$ cat config.mk
export PLATFORM = sky130hd
export DESIGN_NAME = bbe_divider
export DESIGN_NICKNAME = d
export VERILOG_FILES = /design/src/sv/bbe_divider.sv
export SDC_FILE = /design/constraint.sdc
export NUM_CORES = 1
export LEC_CHECK = 0
export BUFFER_PORTS_ARGS = -buffer_cell sky130_fd_sc_hd__buf_4
export CORE_MARGIN = 1
export CORE_UTILIZATION = 25
export CTS_CLUSTER_SIZE = 20
export DETAILED_ROUTE_END_ITERATION = 8
export PLACE_DENSITY = 0.51
export SLEW_MARGIN = 20
export SYNTH_ARGS = -nofsm -noshare
export SYNTH_HDL_FRONTEND = slang
export SYNTH_SLANG_ARGS = --single-unit
$ cat constraint.sdc
create_clock -name clk -period 3.8 [get_ports clk]
set_input_delay 0.19 -clock clk [delete_from_list [all_inputs] [get_ports clk]]
set_output_delay 0.19 -clock clk [all_outputs]
set_load 0.02 [all_outputs]
$ cat src/sv/bbe_divider.sv
module bbe_divider #(
    parameter int NUMW = 16,
    parameter int DENW = 8
) (
    input  logic            clk,
    input  logic            rst_n,
    input  logic            start,
    input  logic [NUMW-1:0] num,
    input  logic [DENW-1:0] den,
    output logic            done,
    output logic [NUMW-1:0] quot
);

    localparam int SW = (NUMW > 1) ? $clog2(NUMW) : 1;

    logic            busy_reg;
    logic            done_reg;
    logic [SW-1:0]   step_reg;
    logic [NUMW-1:0] quo_reg;
    logic [DENW-1:0] rem_reg;
    logic [DENW:0]   rem_sh;
    logic            ge;
    logic [DENW:0]   rem_sub;

    // One restoring step per cycle
    assign rem_sh  = {rem_reg, quo_reg[NUMW-1]};
    assign ge      = rem_sh >= {1'b0, den};
    assign rem_sub = ge ? (rem_sh - {1'b0, den}) : rem_sh;

    always_ff @(posedge clk or negedge rst_n)
    begin
        if (!rst_n)
        begin
            busy_reg <= 1'b0;
            done_reg <= 1'b0;
            step_reg <= '0;
        end
        else
        begin
            done_reg <= 1'b0;
            if (start)
            begin
                busy_reg <= 1'b1;
                step_reg <= '0;
            end
            else if (busy_reg)
            begin
                step_reg <= step_reg + SW'(1);
                if (step_reg == SW'(NUMW - 1))
                begin
                    busy_reg <= 1'b0;
                    done_reg <= 1'b1;
                end
            end
        end
    end

    always_ff @(posedge clk)
    begin
        if (start)
        begin
            quo_reg <= num;
            rem_reg <= '0;
        end
        else if (busy_reg)
        begin
            quo_reg <= {quo_reg[NUMW-2:0], ge};
            rem_reg <= rem_sub[DENW-1:0];
        end
    end

    assign done = done_reg;
    assign quot = quo_reg;

endmodule
* Word level (Yosys, flattened, before mapping) *
Index checks and enable logic that the tools add are counted.

operators by class
  add/subtract/negate cells = 2
  $mul = 0
  div/mod/pow operators = 0
  $lt $le $gt $ge = 1
  equality and inequality tests = 1
  shift-type cells = 0
  multiplexer cells = 11
  bitwise gates (word level) = 0
  reduce and logical (&&, ||, !) cells = 1

operator list
  operator                                      count
  2-to-1 mux 16 bit                             2
  greater-or-equal comparator 9 x 8 -> 1 bit    1
  2-to-1 mux 4 bit                              2
  2-to-1 mux 8 bit                              1
  subtractor 8 bit                              1
  2-to-1 mux 1 bit                              6
  adder 4 x 1 -> 4 bit (second input constant)  1
  equality test 4 bit (second input constant)   1
  nonzero test 2 bit                            1

storage, ports and cells
  register bits = 30
  latch bits = 0
  RAM bits = 0
  bits in read-only memories = 0
  input port bits = 27
  output and inout port bits = 17
  word-level logic and storage cells = 21
  memories = 0

* Logic depth before layout (Yosys ltp) *
  depth in word-level cells = 4
  depth in mapped cells = 8
  gate-level depth less buffers = 8

* Worst setup path after synthesis *
OpenSTA, ideal clock, no wires.

  kind = register -> register
  start point = reg quo_reg[15], in the netlist quot[15]
  end point = reg rem_reg[6]
  data arrival time = 1.900 ns
  setup slack = 1.816 ns
  cell stages (with the launch flop) = 9
  path buffers = 0
  period minus slack after synthesis = 1.984 ns
  path through = edfxtp_1 -> inv_1 -> ha_1 -> fa_1 -> nand2b_1 -> a21oi_1 -> or4b_1 -> and4_1 -> o31ai_2

between the ends
  word-level cells in the longest chain between the ends = 2
  elaborated cells between the ends (all ways) = 3

ends and longest elaborated chain
  what                                                                            RTL line  text
  start, declared                                                                 19        logic [NUMW-1:0] quo_reg;
  start signal, assigned                                                          62        quo_reg <= num;
  start signal, assigned                                                          67        quo_reg <= {quo_reg[NUMW-2:0], ge};
  subtractor 8 bit or greater-or-equal comparator 9 x 8 -> 1 bit (tied branches)  28, 27
  2-to-1 mux 8 bit (*)                                                            28        assign rem_sub = ge ? (rem_sh - {1'b0, den}) : rem_sh;
  end signal, assigned                                                            68        rem_reg <= rem_sub[DENW-1:0];
  end, declared                                                                   20        logic [DENW-1:0] rem_reg;

Every way passes the cells marked *; elsewhere a longest branch is shown, timed or not.
A chain may end at the register's enable or synchronous reset.

* Worst setup path after layout *
Ends and elaborated chain as after synthesis.

==> impl_metrics.xml <==
<?xml version="1.0" encoding="UTF-8"?>
<metrics>
  <group name="run_status">
    <metric name="status" unit="">complete, no violations</metric>
  </group>
  <group name="logic_synthesis">
    <metric name="synth_seq_cells" unit="">30</metric>
    <metric name="syn_avg_cell_area" unit="um^2">11.2</metric>
    <metric name="synthDominantCellAreaShare" unit="%">28.1</metric>
    <metric name="synth_top_cells_by_area" unit="">sky130_fd_sc_hd__edfxtp_1 28%, sky130_fd_sc_hd__mux2_2 11%, sky130_fd_sc_hd__dfxtp_1 9.4%</metric>
    <metric name="synth_simple_gate_area_share" unit="%">11.8</metric>
    <metric name="synth_adder_area_share" unit="%">7.75</metric>
    <metric name="synth_compound_gate_area_share" unit="%">11.3</metric>
    <metric name="synth.net_count" unit="">190</metric>
    <metric name="synthMuxAreaShare" unit="%">14.3</metric>
    <metric name="yosys_warn_count" unit="">0</metric>
    <metric name="synth-seq-area-share" unit="%">46.2</metric>
    <metric name="synth_largest_area_cell" unit="">sky130_fd_sc_hd__edfxtp_1</metric>
    <metric name="yosys.area_share.xor_xnor" unit="%">4.09</metric>
    <metric name="synthDistinctLibCells" unit="">39</metric>
    <metric name="synth_top_family_by_area" unit="">multiplexers</metric>
    <metric name="synthCells" unit="">153</metric>
    <metric name="syn_area" unit="um^2">1710</metric>
  </group>
  <group name="route">
    <metric name="drt_first_iter_violations" unit="">55</metric>
    <metric name="route.antenna.remaining_nets" unit="">0</metric>
    <metric name="drt_pass1_iterations" unit="">3</metric>
    <metric name="routed_wl" unit="um">3600</metric>
    <metric name="vias" unit="">1248</metric>
    <metric name="routed_wirelength_normalized_by_instance_count" unit="um">13.0</metric>
    <metric name="route.detailed.vias_per_inst" unit="">4.51</metric>
    <metric name="post-route-drc-count" unit="">0</metric>
  </group>
  <group name="finish">
    <metric name="num-fill-cells" unit="">663</metric>
    <metric name="flow.area_growth_from_synthesis" unit="%">27.8</metric>
    <metric name="multi_input_area" unit="um^2">843</metric>
    <metric name="number_of_non_filler_instances_in_the_completed_layout" unit="">277</metric>
    <metric name="layout.nets" unit="">236</metric>
    <metric name="ff_latch_area" unit="um^2">791</metric>
    <metric name="diodes" unit="">0</metric>
    <metric name="number_of_flip_flops_under_the_largest_register_name" unit="">16</metric>
    <metric name="post_route_cells_drive_above_1_share" unit="%">37.5</metric>
  </group>
  <group name="timing">
    <metric name="final-max-slew-violation-count" unit="">0</metric>
    <metric name="final_period_minus_worst_setup_slack" unit="ns">1.99</metric>
    <metric name="max-slew-margin-rel" unit="%">54.0</metric>
    <metric name="timing_hold_violations_final" unit="">0</metric>
    <metric name="final_min_period_over_clock_period" unit="%">52.3</metric>
    <metric name="worst_clock_skew" unit="ns">0.00531</metric>
    <metric name="worstMarginPinSlew" unit="ns">0.689</metric>
    <metric name="rsz0062_at_grt" unit="">no</metric>
    <metric name="final-setup-viol-count" unit="">0</metric>
    <metric name="fmaxAchievable" unit="MHz">503</metric>
    <metric name="final_tns_setup" unit="ns">0</metric>
  </group>
  <group name="worst_setup_path">
    <metric name="worstSetupPathDepth" unit="">8</metric>
    <metric name="critical_path_required" unit="ns">4.00</metric>
    <metric name="r2r-start" unit="">quot[15]</metric>
    <metric name="delay_of_the_slowest_critical_path_stage" unit="ns">0.46</metric>
    <metric name="setup.reg_to_reg.worst_slack" unit="ns">1.81</metric>
    <metric name="r2r-end" unit="">rem_reg[6]</metric>
    <metric name="criticalPathCategory" unit="">register to register</metric>
    <metric name="crit_slowest_cell" unit="">sky130_fd_sc_hd__or4b_1</metric>
    <metric name="worst-path-max-fanout" unit="">3</metric>
    <metric name="critical-path-top-delay-family" unit="">simple AND/OR/NAND/NOR gates</metric>
    <metric name="critPathBufInv" unit="">1</metric>
    <metric name="cp.arrival" unit="ns">2.19</metric>
    <metric name="setup_crit_end_kind" unit="">register</metric>
    <metric name="cp_cell_sequence" unit="">inv_1, ha_1, fa_1, nand2b_1, a21oi_1, or4b_1, and4_1, o31ai_2</metric>
    <metric name="worstRegToRegCells" unit="">8</metric>
    <metric name="crit_path_start_kind" unit="">register</metric>
  </group>
  <group name="place">
    <metric name="placed_cells_incl_taps" unit="">268</metric>
    <metric name="place.port_buffers" unit="">43</metric>
    <metric name="place_congestion" unit="">0.706</metric>
    <metric name="place.detailed.hpwl" unit="um">2620</metric>
  </group>
  <group name="floorplan">
    <metric name="row_count" unit="">29</metric>
    <metric name="full_die_area" unit="um^2">7180</metric>
    <metric name="chipHeight" unit="um">84.7</metric>
    <metric name="start_util" unit="%">26.4</metric>
    <metric name="dieWidth" unit="um">84.7</metric>
    <metric name="top_level_ports" unit="">44</metric>
    <metric name="coreArea" unit="um^2">6490</metric>
  </group>
  <group name="clock_tree">
    <metric name="post_cts_hold_buffer_count" unit="">1</metric>
    <metric name="tritoncts" unit="">yes</metric>
    <metric name="ctsHtreeMaxLevel" unit="">2</metric>
    <metric name="clock_latency" unit="ns">0.28</metric>
    <metric name="post-cts-setup-buffer-count" unit="">0</metric>
    <metric name="cts_buf_count" unit="">5</metric>
    <metric name="clock-root-buffer" unit="">sky130_fd_sc_hd__clkbuf_8</metric>
    <metric name="clk_path_buf_depth" unit="">2</metric>
    <metric name="postCtsResizedCells" unit="">0</metric>
    <metric name="cts_num_sinks" unit="">30</metric>
    <metric name="path_clk_slew" unit="ns">0.06</metric>
  </group>
  <group name="global_route">
    <metric name="grt_start_max_net_pins" unit="">28</metric>
    <metric name="globalRoute.totalOverflow" unit="">0</metric>
    <metric name="vias_in_the_first_global_route" unit="">1265</metric>
    <metric name="total_grt_usage" unit="%">10.5</metric>
    <metric name="antenna_found_initial" unit="">0</metric>
    <metric name="first_pass_grt_wire_length" unit="um">5880</metric>
  </group>
  <group name="pwr">
    <metric name="power_density_over_cell_area" unit="nW/um^2">533</metric>
    <metric name="p_leak" unit="nW">0.958</metric>
    <metric name="max-vdd-ir-drop" unit="mV">0.219</metric>
  </group>
  <group name="job">
    <metric name="cap_violations" unit="">0</metric>
  </group>
  <group name="min_path">
    <metric name="hp-class" unit="">input pin to register</metric>
    <metric name="hold_path_end" unit="">quot[12]</metric>
    <metric name="timing.hold.worst.start" unit="">num[12]</metric>
    <metric name="hold_depth" unit="">2</metric>
  </group>
</metrics>
-- area by class of cell --
| type | instances | share of cell area [%] |
|---|---|---|
| clock inverters | 2 | 0.458 |
| inverters | 11 | 1.89 |
| well taps | 77 | 4.41 |
| repair buffers | 44 | 15.2 |
| multi-input cells | 107 | 38.6 |
| clock buffers | 6 | 3.32 |
| flip-flops and latches | 30 | 36.2 |
-- worst register-to-register path, delay by kind of cell (launching register included) --
family                   cells  cell delay (ns)
AO/OA/AOI/OAI                2             0.23
adder cells (fa/ha/maj)      2             0.41
buffers and inverters        1             0.09
flip-flops                   1             0.39
AND/OR/NAND/NOR              3             0.78
-- power breakdown --
| group | switching (W) | leakage [nW] | internal [W] |
|---|---|---|---|
| registers | 0.0000425 | 0.312 | 0.000405 |
| clock network | 0.000117 | 0.0450 | 0.000127 |
| logic | 0.000242 | 0.600 | 0.000232 |
| total | 0.000402 | 0.958 | 0.000764 |
-- synth_stat cells --
cell / instances
sky130_fd_sc_hd__a211oi_1: 2
sky130_fd_sc_hd__a211oi_2: 2
sky130_fd_sc_hd__a21o_1: 1
sky130_fd_sc_hd__a21o_4: 1
sky130_fd_sc_hd__a21oi_1: 4
sky130_fd_sc_hd__a21oi_2: 2
sky130_fd_sc_hd__a22o_1: 1
sky130_fd_sc_hd__a31o_1: 1
sky130_fd_sc_hd__a31o_2: 1
sky130_fd_sc_hd__and2b_1: 1
sky130_fd_sc_hd__and4_1: 1
sky130_fd_sc_hd__buf_1: 3
sky130_fd_sc_hd__buf_12: 1
sky130_fd_sc_hd__buf_2: 1
sky130_fd_sc_hd__dfrtp_1: 6
sky130_fd_sc_hd__dfxtp_1: 8
sky130_fd_sc_hd__edfxtp_1: 16
sky130_fd_sc_hd__fa_1: 1
sky130_fd_sc_hd__ha_1: 9
sky130_fd_sc_hd__inv_1: 11
sky130_fd_sc_hd__mux2_2: 16
sky130_fd_sc_hd__mux2_4: 1
sky130_fd_sc_hd__mux2i_1: 5
sky130_fd_sc_hd__nand2_1: 12
sky130_fd_sc_hd__nand2b_1: 3
sky130_fd_sc_hd__nand3_1: 2
sky130_fd_sc_hd__nand3b_1: 1
sky130_fd_sc_hd__nand4_1: 1
sky130_fd_sc_hd__nor2_1: 17
sky130_fd_sc_hd__nor2b_1: 4
sky130_fd_sc_hd__o21ai_0: 4
sky130_fd_sc_hd__o21ai_1: 1
sky130_fd_sc_hd__o221ai_2: 1
sky130_fd_sc_hd__o22ai_1: 1
sky130_fd_sc_hd__o31ai_1: 1
sky130_fd_sc_hd__o31ai_2: 1
sky130_fd_sc_hd__or4b_1: 1
sky130_fd_sc_hd__xnor2_1: 4
sky130_fd_sc_hd__xor2_1: 4
-- how the worst max path moves through the flow --
stage	to	from	slack (ns)
finish	rem_reg[6]	quot[15]	1.81
global route	rem_reg[6]	quot[15]	1.65
CTS	rem_reg[6]	quot[15]	1.79
detailed placement	rem_reg[6]	quot[15]	1.80
global placement	rem_reg[6]	quot[15]	1.87
floorplan	rem_reg[6]	quot[15]	1.82
-- metrics by stage --
stage               cell area [um^2]  power, W  hold slack [ns]  worst slack, ns  utilization, %
global route                    2190   0.00125            0.206             1.65            33.7
floorplan                       1710  0.000828           -0.106             1.82               -
CTS                             2190   0.00118            0.197             1.79            33.7
detailed placement              2090  0.000929          0.00518             1.80            32.2
global placement                2090  0.000933          0.00515             1.87            32.2
finish                          2190   0.00117            0.213             1.81            33.7
-- per-layer routing --
| metal | wire length [um] | global-route usage (%) |
|---|---|---|
| met2 | 1750 | 17.6 |
| met5 | 0 | 0 |
| met4 | 38 | 4.16 |
| met1 | 1670 | 12.8 |
| met3 | 147 | 2.95 |
-- cell families after synthesis --
logic type,count (synthesis)
xor+xnor,8
simple gates,43
fa+ha+maj,10
buf+inv,16
compound gates,24
mux,22
flops,30
-- cells in the final DEF, fill, tap and decap left out, types with 2 or more instances in the layout --
cell type and instances:
sky130_fd_sc_hd__xnor2_1 4, sky130_fd_sc_hd__a211oi_2 2, sky130_fd_sc_hd__buf_4 43, sky130_fd_sc_hd__mux2_2 16, sky130_fd_sc_hd__nand2b_1 3, sky130_fd_sc_hd__a211oi_1 2
sky130_fd_sc_hd__nand2_1 12, sky130_fd_sc_hd__o21ai_0 4, sky130_fd_sc_hd__a21oi_2 2, sky130_fd_sc_hd__dfrtp_1 6, sky130_fd_sc_hd__clkinv_2 2, sky130_fd_sc_hd__nand3_1 2
sky130_fd_sc_hd__edfxtp_1 16, sky130_fd_sc_hd__nor2b_1 4, sky130_fd_sc_hd__a21oi_1 4, sky130_fd_sc_hd__xor2_1 4, sky130_fd_sc_hd__dfxtp_1 8, sky130_fd_sc_hd__ha_1 9
sky130_fd_sc_hd__clkbuf_8 5, sky130_fd_sc_hd__mux2i_1 5, sky130_fd_sc_hd__nor2_1 17, sky130_fd_sc_hd__inv_1 11
Power figures use the tool's default switching activity.
